**src/rtl/fesc_pkg.sv**
```systemverilog
`timescale 1ns / 1ps
// ----------------------------------------------------------------------------
// fesc_pkg
// Shared types and constants of the failure escalation window block.
// ----------------------------------------------------------------------------
package fesc_pkg;

  localparam int STATE_W       = 3;
  localparam int FAIL_LIMIT_W  = 5;
  localparam int WINDOW_W      = 16;
  localparam int WINDOW_US_W   = 36;   // 65535 s * 1e6 fits in 36 bits
  localparam int CFG_INDEX_W   = 1;
  localparam int CFG_DATA_W    = 16;

  localparam logic [19:0] US_PER_SEC = 20'd1000000;

  localparam logic [STATE_W-1:0] STATE_FAILED = 3'd1;

  localparam logic [CFG_INDEX_W-1:0] CFG_FAIL_LIMIT = 1'b0;
  localparam logic [CFG_INDEX_W-1:0] CFG_WINDOW     = 1'b1;

  typedef enum logic [1:0] {
    ACT_NONE     = 2'd0,
    ACT_RESTART  = 2'd1,
    ACT_ESCALATE = 2'd2
  } action_t;

  typedef struct packed {
    logic [FAIL_LIMIT_W-1:0] fail_limit;
    logic [WINDOW_US_W-1:0]  window_us;
    logic                    enabled;
  } cfg_t;

endpackage

```
**src/rtl/failure_escalation_window_core.sv**
```systemverilog
`timescale 1ns / 1ps
// ----------------------------------------------------------------------------
// failure_escalation_window_core
// Tracks state-change events and limits restart intensity: failures inside a
// sliding time window that reach a set count escalate instead of restarting.
// ----------------------------------------------------------------------------
//  Channel   Dir  Handshake          Beat contents
//  s_*       in   s_tvalid/s_tready  new_state, now_us
//  m_*       out  m_tvalid/m_tready  prior_state, entered_state, action
//  cfg_*     in   cfg_we             register index + write data
//
//  One beat per cycle sustained. Each event passes through the input
//  register, where the decision logic runs, then, if it makes a result, sits
//  in the output register. The oldest stamp is read from the ring RAM in the
//  cycle before use, addressed from the next-state head; a same-cycle write to
//  that entry is forwarded. Reset (rst, synchronous) clears state, count, head,
//  config and valids; ring contents are left as is. A stalled m side backs up
//  to s_tready only when both registers hold a beat that makes a result.
// ----------------------------------------------------------------------------
module failure_escalation_window_core
  import fesc_pkg::*;
#(
  parameter int MAX_FAILS = 16,
  parameter int TIME_BITS = 48
) (
  input  logic                          clk,
  input  logic                          rst,
  // slave side
  input  logic                          s_tvalid,
  output logic                          s_tready,
  input  logic [((STATE_W + TIME_BITS + 7) / 8) * 8 - 1:0] s_tdata, // [2:0] new_state, then now_us
  // master side
  output logic                          m_tvalid,
  input  logic                          m_tready,
  output logic [7:0]                    m_tdata,   // [2:0] prior_state,
                                                   // [5:3] entered_state, [7:6] action
  // configuration write port
  input  logic                          cfg_we,
  input  logic [CFG_INDEX_W-1:0]        cfg_index,
  input  logic [CFG_DATA_W-1:0]         cfg_wdata
);

  localparam int HEAD_W   = (MAX_FAILS > 1) ? $clog2(MAX_FAILS) : 1;
  localparam int CNT_W    = $clog2(MAX_FAILS + 1);

  // input register
  logic                    in_valid;
  logic [STATE_W-1:0]      in_state;
  logic [TIME_BITS-1:0]    in_now;

  // block state
  logic [STATE_W-1:0]      cur_state;
  logic [HEAD_W-1:0]       head;
  logic [CNT_W-1:0]        count;

  cfg_t                    cfg;
  logic [FAIL_LIMIT_W-1:0] fail_limit_next;

  // decision outputs
  logic                    has_result;
  action_t                 action;
  logic                    ring_we;
  logic [STATE_W-1:0]      cur_state_next;
  logic [HEAD_W-1:0]       head_next;
  logic [CNT_W-1:0]        count_next;
  logic [HEAD_W-1:0]       raddr;
  logic                    advance;

  // ring read path with write forwarding
  logic [TIME_BITS-1:0]    ram_rdata;
  logic                    fwd_hit;
  logic [TIME_BITS-1:0]    fwd_data;
  logic [TIME_BITS-1:0]    oldest_us;

  // output register
  logic [STATE_W-1:0]      out_prior;
  logic [STATE_W-1:0]      out_entered;
  action_t                 out_action;

  // a beat with no result never waits on the master side
  assign advance  = in_valid && (!has_result || !m_tvalid || m_tready);
  assign s_tready = !in_valid || advance;

  fesc_cfg u_cfg (
    .clk             (clk),
    .rst             (rst),
    .cfg_we          (cfg_we),
    .cfg_index       (cfg_index),
    .cfg_wdata       (cfg_wdata),
    .cfg             (cfg),
    .fail_limit_next (fail_limit_next)
  );

  fesc_eval #(
    .MAX_FAILS (MAX_FAILS),
    .TIME_BITS (TIME_BITS),
    .HEAD_W    (HEAD_W),
    .CNT_W     (CNT_W)
  ) u_eval (
    .advance         (advance),
    .cur_state       (cur_state),
    .req_state       (in_state),
    .now_us          (in_now),
    .head            (head),
    .count           (count),
    .cfg             (cfg),
    .fail_limit_next (fail_limit_next),
    .oldest_us       (oldest_us),
    .has_result      (has_result),
    .action          (action),
    .ring_we         (ring_we),
    .cur_state_next  (cur_state_next),
    .head_next       (head_next),
    .count_next      (count_next),
    .raddr           (raddr)
  );

  fesc_ram #(
    .WIDTH  (TIME_BITS),
    .DEPTH  (MAX_FAILS),
    .ADDR_W (HEAD_W)
  ) u_ring (
    .clk   (clk),
    .we    (ring_we),
    .waddr (head),
    .wdata (in_now),
    .raddr (raddr),
    .rdata (ram_rdata)
  );

  // RAM returns old data on a same-address write; take the new stamp instead
  always_ff @(posedge clk) begin
    fwd_hit  <= ring_we && (head == raddr);
    fwd_data <= in_now;
  end

  assign oldest_us = fwd_hit ? fwd_data : ram_rdata;

  // input register
  always_ff @(posedge clk) begin
    if (rst) begin
      in_valid <= 1'b0;
    end else if (s_tvalid && s_tready) begin
      in_valid <= 1'b1;
    end else if (advance) begin
      in_valid <= 1'b0;
    end
    if (s_tvalid && s_tready) begin
      in_state <= s_tdata[STATE_W-1:0];
      in_now   <= s_tdata[STATE_W +: TIME_BITS];
    end
  end

  // state
  always_ff @(posedge clk) begin
    if (rst) begin
      cur_state <= '0;
      head      <= '0;
      count     <= '0;
    end else begin
      cur_state <= cur_state_next;
      head      <= head_next;
      count     <= count_next;
    end
  end

  // output register
  always_ff @(posedge clk) begin
    if (rst) begin
      m_tvalid <= 1'b0;
    end else if (advance && has_result) begin
      m_tvalid <= 1'b1;
    end else if (m_tready) begin
      m_tvalid <= 1'b0;
    end
    if (advance && has_result) begin
      out_prior   <= cur_state;
      out_entered <= in_state;
      out_action  <= action;
    end
  end

  assign m_tdata = {out_action, out_entered, out_prior};

  // ---------------------------------------------------------------------------
  // assertions
  // ---------------------------------------------------------------------------
  a_change_only: assert property (@(posedge clk) disable iff (rst)
    m_tvalid |-> (out_prior != out_entered))
    else $error("result beat without a state change");

  a_action_state: assert property (@(posedge clk) disable iff (rst)
    m_tvalid && (out_action != ACT_NONE) |-> (out_entered == STATE_FAILED))
    else $error("restart or escalate on a non-failed state");

  a_esc_clear: assert property (@(posedge clk) disable iff (rst)
    advance && has_result && (action == ACT_ESCALATE) |=> (count == '0) && (head == '0))
    else $error("ring not cleared after escalation");

  a_count_bound: assert property (@(posedge clk) disable iff (rst)
    count <= CNT_W'(MAX_FAILS))
    else $error("stamp count beyond ring depth");

  a_ring_hold: assert property (@(posedge clk) disable iff (rst)
    !ring_we |=> (head == $past(head)) && (count == $past(count)))
    else $error("ring pointers moved without a push or escalation");

endmodule

```
**src/rtl/fesc_ram.sv**
```systemverilog
`timescale 1ns / 1ps
// ----------------------------------------------------------------------------
// fesc_ram
// Generic single-write, single-read RAM with registered read data.
// ----------------------------------------------------------------------------
module fesc_ram #(
  parameter int WIDTH  = 48,
  parameter int DEPTH  = 16,
  parameter int ADDR_W = (DEPTH > 1) ? $clog2(DEPTH) : 1
) (
  input  logic              clk,
  input  logic              we,
  input  logic [ADDR_W-1:0] waddr,
  input  logic [WIDTH-1:0]  wdata,
  input  logic [ADDR_W-1:0] raddr,
  output logic [WIDTH-1:0]  rdata
);

  logic [WIDTH-1:0] mem [DEPTH];

  always_ff @(posedge clk) begin
    if (we) begin
      mem[waddr] <= wdata;
    end
    rdata <= mem[raddr];
  end

endmodule

```
**src/rtl/fesc_cfg.sv**
```systemverilog
`timescale 1ns / 1ps
// ----------------------------------------------------------------------------
// fesc_cfg
// Configuration registers; the window is kept pre-scaled to microseconds.
// ----------------------------------------------------------------------------
module fesc_cfg
  import fesc_pkg::*;
(
  input  logic                    clk,
  input  logic                    rst,
  input  logic                    cfg_we,
  input  logic [CFG_INDEX_W-1:0]  cfg_index,
  input  logic [CFG_DATA_W-1:0]   cfg_wdata,
  output cfg_t                    cfg,
  output logic [FAIL_LIMIT_W-1:0] fail_limit_next
);

  logic [FAIL_LIMIT_W-1:0] fail_limit;
  logic [WINDOW_US_W-1:0]  window_us;
  logic                    window_nz;

  always_comb begin
    fail_limit_next = fail_limit;
    if (cfg_we && (cfg_index == CFG_FAIL_LIMIT)) begin
      fail_limit_next = cfg_wdata[FAIL_LIMIT_W-1:0];
    end
  end

  always_ff @(posedge clk) begin
    if (rst) begin
      fail_limit <= '0;
      window_us  <= '0;
      window_nz  <= 1'b0;
    end else if (cfg_we) begin
      unique case (cfg_index)
        CFG_FAIL_LIMIT: fail_limit <= cfg_wdata[FAIL_LIMIT_W-1:0];
        CFG_WINDOW: begin
          window_us <= WINDOW_US_W'(cfg_wdata[WINDOW_W-1:0]) * WINDOW_US_W'(US_PER_SEC);
          window_nz <= (cfg_wdata[WINDOW_W-1:0] != '0);
        end
        default: ;
      endcase
    end
  end

  assign cfg.fail_limit = fail_limit;
  assign cfg.window_us  = window_us;
  assign cfg.enabled    = (fail_limit != '0) && window_nz;

endmodule

```
**src/rtl/fesc_eval.sv**
```systemverilog
`timescale 1ns / 1ps
// ----------------------------------------------------------------------------
// fesc_eval
// Per-event decision: state change, ring push, window test, next state and
// the ring read address for the following event.
// ----------------------------------------------------------------------------
module fesc_eval
  import fesc_pkg::*;
#(
  parameter int MAX_FAILS = 16,
  parameter int TIME_BITS = 48,
  parameter int HEAD_W    = (MAX_FAILS > 1) ? $clog2(MAX_FAILS) : 1,
  parameter int CNT_W     = $clog2(MAX_FAILS + 1)
) (
  input  logic                    advance,
  input  logic [STATE_W-1:0]      cur_state,
  input  logic [STATE_W-1:0]      req_state,
  input  logic [TIME_BITS-1:0]    now_us,
  input  logic [HEAD_W-1:0]       head,
  input  logic [CNT_W-1:0]        count,
  input  cfg_t                    cfg,
  input  logic [FAIL_LIMIT_W-1:0] fail_limit_next,
  input  logic [TIME_BITS-1:0]    oldest_us,
  output logic                    has_result,
  output action_t                 action,
  output logic                    ring_we,
  output logic [STATE_W-1:0]      cur_state_next,
  output logic [HEAD_W-1:0]       head_next,
  output logic [CNT_W-1:0]        count_next,
  output logic [HEAD_W-1:0]       raddr
);

  localparam int LIM_W = (FAIL_LIMIT_W > CNT_W) ? FAIL_LIMIT_W : CNT_W;
  localparam int CMP_W = (TIME_BITS > WINDOW_US_W) ? TIME_BITS : WINDOW_US_W;
  localparam int SUM_W = CNT_W + 1;

  function automatic logic [HEAD_W-1:0] head_inc(input logic [HEAD_W-1:0] h);
    return (h == HEAD_W'(MAX_FAILS - 1)) ? '0 : HEAD_W'(h + 1'b1);
  endfunction

  function automatic logic [CNT_W-1:0] lim_sat(input logic [FAIL_LIMIT_W-1:0] fl);
    logic [LIM_W-1:0] x;
    x = LIM_W'(fl);
    return (x > LIM_W'(MAX_FAILS)) ? CNT_W'(MAX_FAILS) : CNT_W'(x);
  endfunction

  logic [CNT_W-1:0]     lim;
  logic [CNT_W-1:0]     lim_n;
  logic                 change;
  logic                 is_fail;
  logic                 push;
  logic [CNT_W-1:0]     count_inc;
  logic [TIME_BITS-1:0] oldest_sel;
  logic [TIME_BITS-1:0] span;
  logic                 in_window;
  logic                 escalate;
  logic [HEAD_W-1:0]    head_sel;
  logic [SUM_W-1:0]     idx_sum;

  assign lim     = lim_sat(cfg.fail_limit);
  assign lim_n   = lim_sat(fail_limit_next);
  assign change  = (req_state != cur_state);
  assign is_fail = (req_state == STATE_FAILED);
  assign push    = change && is_fail && cfg.enabled;

  assign count_inc = (count < CNT_W'(MAX_FAILS)) ? CNT_W'(count + 1'b1) : count;

  // limit of one compares the new stamp with itself
  assign oldest_sel = (lim == CNT_W'(1)) ? now_us : oldest_us;
  assign span       = now_us - oldest_sel;
  assign in_window  = (CMP_W'(span) <= CMP_W'(cfg.window_us));
  assign escalate   = push && (count_inc >= lim) && in_window;

  always_comb begin
    if (!change || !is_fail) begin
      action = ACT_NONE;
    end else if (escalate) begin
      action = ACT_ESCALATE;
    end else begin
      action = ACT_RESTART;
    end
  end

  assign has_result = change;
  assign ring_we    = advance && push;

  always_comb begin
    cur_state_next = cur_state;
    head_next      = head;
    count_next     = count;
    if (advance && change) begin
      cur_state_next = req_state;
      if (push) begin
        head_next  = escalate ? '0 : head_inc(head);
        count_next = escalate ? '0 : count_inc;
      end
    end
  end

  // oldest entry the next event will need: (head after its push) - limit
  assign head_sel = head_next;
  assign idx_sum  = SUM_W'(head_inc(head_sel)) + SUM_W'(MAX_FAILS) - SUM_W'(lim_n);
  assign raddr    = (idx_sum >= SUM_W'(MAX_FAILS)) ? HEAD_W'(idx_sum - SUM_W'(MAX_FAILS))
                                                   : HEAD_W'(idx_sum);

endmodule
```
**config.mk**
```make
export PLATFORM = sky130hd
export DESIGN_NAME = failure_escalation_window_core
export DESIGN_NICKNAME = d
export VERILOG_FILES = /design/src/rtl/fesc_pkg.sv /design/src/rtl/failure_escalation_window_core.sv /design/src/rtl/fesc_ram.sv /design/src/rtl/fesc_cfg.sv /design/src/rtl/fesc_eval.sv
export SDC_FILE = /design/constraint.sdc
export NUM_CORES = 1
export LEC_CHECK = 0
export BUFFER_PORTS_ARGS = -buffer_cell sky130_fd_sc_hd__buf_4
export CORE_UTILIZATION = 32
export DETAILED_ROUTE_END_ITERATION = 16
export PLACE_DENSITY = 0.44
export SLEW_MARGIN = 40
export SYNTH_ARGS = -nofsm -noshare
export SYNTH_HDL_FRONTEND = slang
export SYNTH_SLANG_ARGS = --single-unit
```
**constraint.sdc**
```tcl
create_clock -name clk -period 11.42 [get_ports clk]
set_input_delay 1.713 -clock clk [delete_from_list [all_inputs] [get_ports clk]]
set_output_delay 1.713 -clock clk [all_outputs]
set_load 0.02 [all_outputs]
```
Word level (Yosys, flattened, before mapping)
Memory sizes are Yosys's and may differ from the RTL's. A register that Yosys moved wholly into a read port is not among the register bits.
Index checks and enable logic that the tools add are counted.

storage, ports and cells
  bits in registers = 158
  RAM bits = 768
  input bits = 78
  output and inout bits = 10
  word-level logic and storage cells = 83
  memories = 1

operators by class
  add/subtract/negate cells = 7
  multiply operators = 1
  order comparisons = 6
  equal/unequal tests = 6
  mux-type cells = 20
  bitwise logic cells = 1
  reductions and logical operators = 26

memories
  memory      words  width  read ports  clocked after memory_dff  wr ports  line            source
  u_ring.mem  16     48     1           1                         1         fesc_ram.sv:19  logic [WIDTH-1:0] mem [DEPTH];

operator list
  kind                                                               count
  2-to-1 mux 48 bit                                                  2
  <= comparator 48 x 36 -> 1 bit                                     1
  subtractor 48 bit                                                  1
  multiplier 16 x 14 -> 30 bit, second input constant                1
  2-to-1 mux 5 bit                                                   5
  2-to-1 mux 4 bit                                                   6
  nonzero test 16 bit                                                1
  logical AND 1 bit                                                  11
  greater-than comparator 5 bit, second input constant               2
  adder 4 x 1 -> 4 bit, second input constant                        2
  equality test 4 bit, second input constant                         2
  adder 4 x 5 -> 6 bit, second input constant                        1
  greater-or-equal comparator 6 x 5 -> 1 bit, second input constant  1
  2-to-1 mux 1 bit                                                   6
  AND reduction 2 bit                                                3
  subtractor 6 x 5 -> 6 bit                                          1
  adder 5 x 1 -> 5 bit, second input constant                        1
  equality test 5 x 1 -> 1 bit, second input constant                1
  greater-or-equal comparator 5 bit                                  1
  < comparator 5 bit, second input constant                          1
  nonzero test 5 bit                                                 1
  equality test 4 bit                                                1
  zero test 1 bit                                                    4
  logical OR 1 bit                                                   4
  other kinds (6)                                                    7

Logic depth before layout (Yosys ltp)
  word-level depth = 18
  depth in mapped cells = 44
  depth with buffers taken out = 37

Cells and area by module
Synthesis repeated with hierarchy kept, for this count alone.

unflattened totals
  cell total of the unflattened synthesis = 2732
  area total of the unflattened synthesis = 43874.6 µm²

by module, submodules not included
  module                          instances  cells each  area each (µm²)  sequential area each (µm²)
  fesc_ram                        1          1242        29694.7          24023.0
  fesc_cfg                        1          568         5230.0           720.7
  fesc_eval                       1          718         5083.6           0.0
  failure_escalation_window_core  1          204         3866.2           3032.9

Worst setup path before layout
Ideal clock, no wire load.

  kind = reg2reg
  from = reg fwd_hit
  to = reg u_ring.rdata[17] (read register of u_ring.mem)
  setup time = 142 ps
  arrival time = 8380 ps
  required time = 11278 ps
  setup slack = 2898 ps
  cell stages (with the launch flop) = 44
  path buffers = 7
  period minus slack after synthesis = 8522 ps
  cells stage by stage = dfxtp_1 > clkbuf_1 > buf_1 > buf_1 > mux2i_1 > nand2_1 > o21ai_0 > ha_1 > nand2_1 > or3b_4 > nand4b_1 > nor2b_1 > a31oi_1 > o21a_1 > o21ai_0 > a21oi_1 > xnor2_1 > ha_1 > (+8 left out) > or4_1 > clkbuf_1 > inv_1 > nor2_1 > nand2_1 > o21ai_0 > ha_1 > ha_1 > a21o_1 > a21oi_1 > xnor2_1 > nor4_1 > a211o_1 > buf_6 > buf_6 > buf_8 > mux2i_1 > mux2i_1

between the ends
  cells in the longest elaborated chain, start to end = 14
  elaborated cells between the ends (all ways) = 16
  classes of those cells = add/sub (5); order compare (2); eq/ne (1); mux (7); reduce/logical (1)

RTL lines
  what                                                                                            line                                   source
  start, declared                                                                                 failure_escalation_window_core.sv:71   logic fwd_hit;
  start signal, assigned                                                                          failure_escalation_window_core.sv:133  fwd_hit <= ring_we && (head == raddr);
  2-to-1 mux 48 bit *                                                                             failure_escalation_window_core.sv:137  assign oldest_us = fwd_hit ? fwd_data : ram_rdata;
  2-to-1 mux 48 bit *                                                                             fesc_eval.sv:69                        assign oldest_sel = (lim == CNT_W'(1)) ? now_us : oldest_us;
  subtractor 48 bit *                                                                             fesc_eval.sv:70                        assign span = now_us - oldest_sel;
  <= comparator 48 x 36 -> 1 bit *                                                                fesc_eval.sv:71                        assign in_window = (CMP_W'(span) <= CMP_W'(cfg.window_us));
  logical AND 1 bit *                                                                             fesc_eval.sv:72                        assign escalate = push && (count_inc >= lim) && in_window;
  2-to-1 mux 4 bit *                                                                              fesc_eval.sv:94                        head_next = escalate ? '0 : head_inc(head);
  2-to-1 mux 4 bit *                                                                              fesc_eval.sv:93                        if (push) begin
  2-to-1 mux 4 bit *                                                                              fesc_eval.sv:91                        if (advance && change) begin
  named net head_next[0]                                                                          failure_escalation_window_core.sv:64   logic [HEAD_W-1:0] head_next;
  adder 4 x 1 -> 4 bit / equality test 4 bit (equally long branches)                              fesc_eval.sv:38                        return (h == HEAD_W'(MAX_FAILS - 1)) ? '0 : HEAD_W'(h + 1'b1);
  2-to-1 mux 4 bit *                                                                              fesc_eval.sv:38
  adder 4 x 5 -> 6 bit *                                                                          fesc_eval.sv:102                       assign idx_sum = SUM_W'(head_inc(head_sel)) + SUM_W'(MAX_FAILS) - SUM_W'(lim_n);
  subtractor 6 x 5 -> 6 bit *                                                                     fesc_eval.sv:102
  greater-or-equal comparator 6 x 5 -> 1 bit / subtractor 4 x 1 -> 4 bit (equally long branches)  fesc_eval.sv:103                       assign raddr = (idx_sum >= SUM_W'(MAX_FAILS)) ? HEAD_W'(idx_sum - SUM_W'(MAX_FAILS))
  2-to-1 mux 4 bit *                                                                              fesc_eval.sv:103
  end, declared                                                                                   fesc_ram.sv:16                         output logic [WIDTH-1:0] rdata

The timed path passes the listed nets; every way through them passes the cells marked *.
A chain may end at the register's enable or synchronous reset.

Worst setup path after layout
  from = reg u_cfg.fail_limit[0]
  to = reg u_ring.rdata[4] (read register of u_ring.mem)

between the ends
  cells in the longest elaborated chain, start to end = 16
  elaborated cells between the ends (all ways) = 26
  classes of those cells = add/sub (5); order compare (5); eq/ne (2); mux (9); reduce/logical (5)

RTL lines
  what                                                                                            line                                  source
  start, declared                                                                                 fesc_cfg.sv:18                        logic [FAIL_LIMIT_W-1:0] fail_limit;
  start signal, assigned                                                                          fesc_cfg.sv:36                        CFG_FAIL_LIMIT: fail_limit <= cfg_wdata[FAIL_LIMIT_W-1:0];
  greater-than comparator 5 bit                                                                   fesc_eval.sv:44                       return (x > LIM_W'(MAX_FAILS)) ? CNT_W'(MAX_FAILS) : CNT_W'(x);
  2-to-1 mux 5 bit                                                                                fesc_eval.sv:44
  equality test 5 x 1 -> 1 bit                                                                    fesc_eval.sv:69
  2-to-1 mux 48 bit                                                                               fesc_eval.sv:69
  subtractor 48 bit                                                                               fesc_eval.sv:70
  <= comparator 48 x 36 -> 1 bit                                                                  fesc_eval.sv:71
  logical AND 1 bit                                                                               fesc_eval.sv:72
  2-to-1 mux 4 bit                                                                                fesc_eval.sv:94
  2-to-1 mux 4 bit *                                                                              fesc_eval.sv:93
  2-to-1 mux 4 bit *                                                                              fesc_eval.sv:91
  named net head_next[0]                                                                          failure_escalation_window_core.sv:64
  adder 4 x 1 -> 4 bit / equality test 4 bit (equally long branches)                              fesc_eval.sv:38
  2-to-1 mux 4 bit *                                                                              fesc_eval.sv:38
  adder 4 x 5 -> 6 bit *                                                                          fesc_eval.sv:102
  subtractor 6 x 5 -> 6 bit *                                                                     fesc_eval.sv:102
  greater-or-equal comparator 6 x 5 -> 1 bit / subtractor 4 x 1 -> 4 bit (equally long branches)  fesc_eval.sv:103
  2-to-1 mux 4 bit *                                                                              fesc_eval.sv:103

Marked as above.

==> results.cfg <==
[status]
outcome = completed

[grt]
grt_use_total = 0.1663
top_usage_layer = met2
antenna_found_initial = 1
grt_pass1_wl_mm = 167.3
grt.overflow.total = 0
grt_pass1_vias = 25450
use_met2 = 0.2903
grt_max_degree = 68
met1_usage = 0.2137
grtUsageMet3 = 0.02474

[yosys]
yosysUniqueCellTypes = 80
syn-num-nets = 3030
syn_avg_cell_area_um2 = 16.18
postSynthCellCount = 2692
synth_warnings = 0
synthArstFlopShare = 0
syn_area_um2 = 43570
ys_seq_area_frac = 0.6375
synth-edff-count = 827
synth_ff_type = edfxtp_1
ys_seq_elements = 974

[clocking]
cts_setup_buffers = 0
cts.sinks = 974
cts_buffer_depth = 3
cts_buffers = 109
cts_tree = built
clk_pin_slew_worst_paths_ps = 60
post_cts_resized = 0
postCtsHoldBufs = 0
clock_latency_ps = 740
clockRootBuffer = clkbuf_16
cts_max_level = 3

[placed_design]
place.gp.congestion = 0.8141
dp.cells = 4500
hpwl_mm = 67.82
place_area_um2 = 46650
port_buffers = 82

[die]
fp-row-count = 135
dieArea_um2 = 137600
die_x_um = 371.0
coreArea_um2 = 135300
initial_core_util = 0.3220
die_h_um = 371.0
boundaryPins = 88

[finish]
syn_to_final_growth_pct = 15.08
most-common-layout-cells = edfxtp_1 (827), ha_1 (203), mux2i_1 (200)
stdcell_area_um2 = 50140
nets = 3170
layout_commonest_cell = edfxtp_1
layout-drive-gt1-share = 0.1813
fin_cells = 4711

[worst_setup_path]
reg2reg_depth = 38
r2r_start = u_cfg.fail_limit[0]$_SDFFE_PP0P_
r2r_end = u_ring.rdata[4]$_DFF_P_
slowest_stage = or4_1
cp-start-kind = flop
cp-end-kind = flop
crit_type = flop to flop
worstPathArrival_ps = 10950
slowest_delay_ps = 630
crit_fanout = 38
worstPathRequired_ps = 11940
r2r_slack_ps = 990
crit_start = u_cfg.fail_limit[0]$_SDFFE_PP0P_

[timing]
setup_viol = 0
fmax_mhz = 95.87
hold_violations = 0
slew-limit-headroom = 0.4511
skew_ps = 70.33
fin_crit_ps = 10430
slew_viol_final = 0
timing.setup.tns_ps = 0
worstMarginPinSlew_ps = 823.4
min_period_over_period = 0.9134
rsz0062_at_grt = no

[worst_hold_path]
hold_path_startpoint = u_cfg.window_us[31]$_SDFFE_PP0P_
hold_end = u_cfg.window_us[31]$_SDFFE_PP0P_
min_delay_path_depth = 2
hp-class = flop to flop

[route]
drt_iter0_markers = 1571
vias = 23730
ant_nets = 0
vias_per_cell = 5.036
drc = 0
drt-total-wl_mm = 112.6
drtPass1Iterations = 6
wire_per_inst_um = 23.89

[job]
cap_violations = 0

[pwr]
powerDensity_nw_per_um2 = 190.6
leakagePower_nw = 17.57
ir_drop_v = 0.0001189
[worst max-delay path, delay by kind of cell, from the launching register on]
family	cells	cell delay, ps
flip-flops	1	340
XOR/XNOR	2	420
AO/OA/AOI/OAI	10	2410
AND/OR/NAND/NOR	16	4210
adder cells (fa/ha/maj)	4	1360
multiplexers	2	380
buffers and inverters	4	1020
[sequential cells by signal (all words and copies together) (netlist names), 2 cells and up]
| signal | count |
|---|---|
| count | 5 |
| cur_state | 3 |
| fwd_data | 48 |
| head | 4 |
| in_now | 48 |
| in_state | 3 |
| out_action | 2 |
| out_entered | 3 |
| out_prior | 3 |
| u_cfg.fail_limit | 5 |
| u_cfg.window_us | 30 |
| u_ring.mem | 768 |
| u_ring.rdata | 48 |
[Yosys cell counts (all sizes together), types with 10 or more instances]
library cell	n	area share
xnor2	41	0.0082
dfxtp	147	0.068
a21o	35	0.0060
inv	114	0.0098
clkbuf	89	0.0077
o21bai	15	0.0026
nor2	80	0.0069
nand3	24	0.0028
and3	11	0.0016
nand2	168	0.014
mux4	192	0.099
o21a	12	0.0021
buf	24	0.0037
xor2	28	0.0056
o21ai	93	0.011
edfxtp	827	0.57
mux2i	200	0.046
a21oi	110	0.013
ha	204	0.059
fa	56	0.026
nor3	24	0.0028
nand4	27	0.0039
and2	19	0.0027
nand2b	10	0.0014
a211oi	14	0.0028
[through the flow]
stage                     utilization  setup WS (ps)  hold slack [ps]  power [W]
after floorplan                     -           2898            431.9   0.005671
after global placement         0.3446           1157            451.5   0.006300
after detailed placement       0.3448           1005            454.7   0.006297
after CTS                      0.3702          956.6            460.9   0.009691
after global routing           0.3705          38.07            472.9    0.01009
final                          0.3706          988.7            457.1   0.009554
[cell type report]
type,count,area (um^2)
antenna,1,2.502
clock buffer,145,2903
clock inverter,63,541.8
fill,12650,85160
inverter,114,427.9
multi-input combinational,1491,15000
sequential,974,27780
tap,1781,2228
timing repair buffer,142,1256
[power breakdown]
| group | total (W) | internal, W | switching, W |
|---|---|---|---|
| registers | 0.00402 | 0.00394 | 0.0000810 |
| logic | 0.00219 | 0.000927 | 0.00126 |
| clock network | 0.00334 | 0.00189 | 0.00145 |
[worst max-delay path by stage]
stage,end,cells after the start
after global routing,u_ring.rdata[4]$_DFF_P_,38
after detailed placement,u_ring.rdata[29]$_DFF_P_,38
after floorplan,u_ring.rdata[17]$_DFF_P_,43
final,u_ring.rdata[4]$_DFF_P_,38
after CTS,u_ring.rdata[4]$_DFF_P_,38
after global placement,u_ring.rdata[29]$_DFF_P_,39
[cells by family after synthesis]
family,count (synthesis),synth area share
flip-flops,974,0.6375
XOR/XNOR,69,0.01387
AO/OA/AOI/OAI,350,0.05123
buffers and inverters,227,0.02125
AND/OR/NAND/NOR,418,0.04606
adder cells (fa/ha/maj),260,0.08432
multiplexers,394,0.1457
[layer usage]
metal,share of wire,vias to the layer above
met2,0.51,413
met1,0.44,12420
met5,0,-
met4,0.021,0
met3,0.034,135
li1,-,10750
Power figures use the tool's default switching activity.
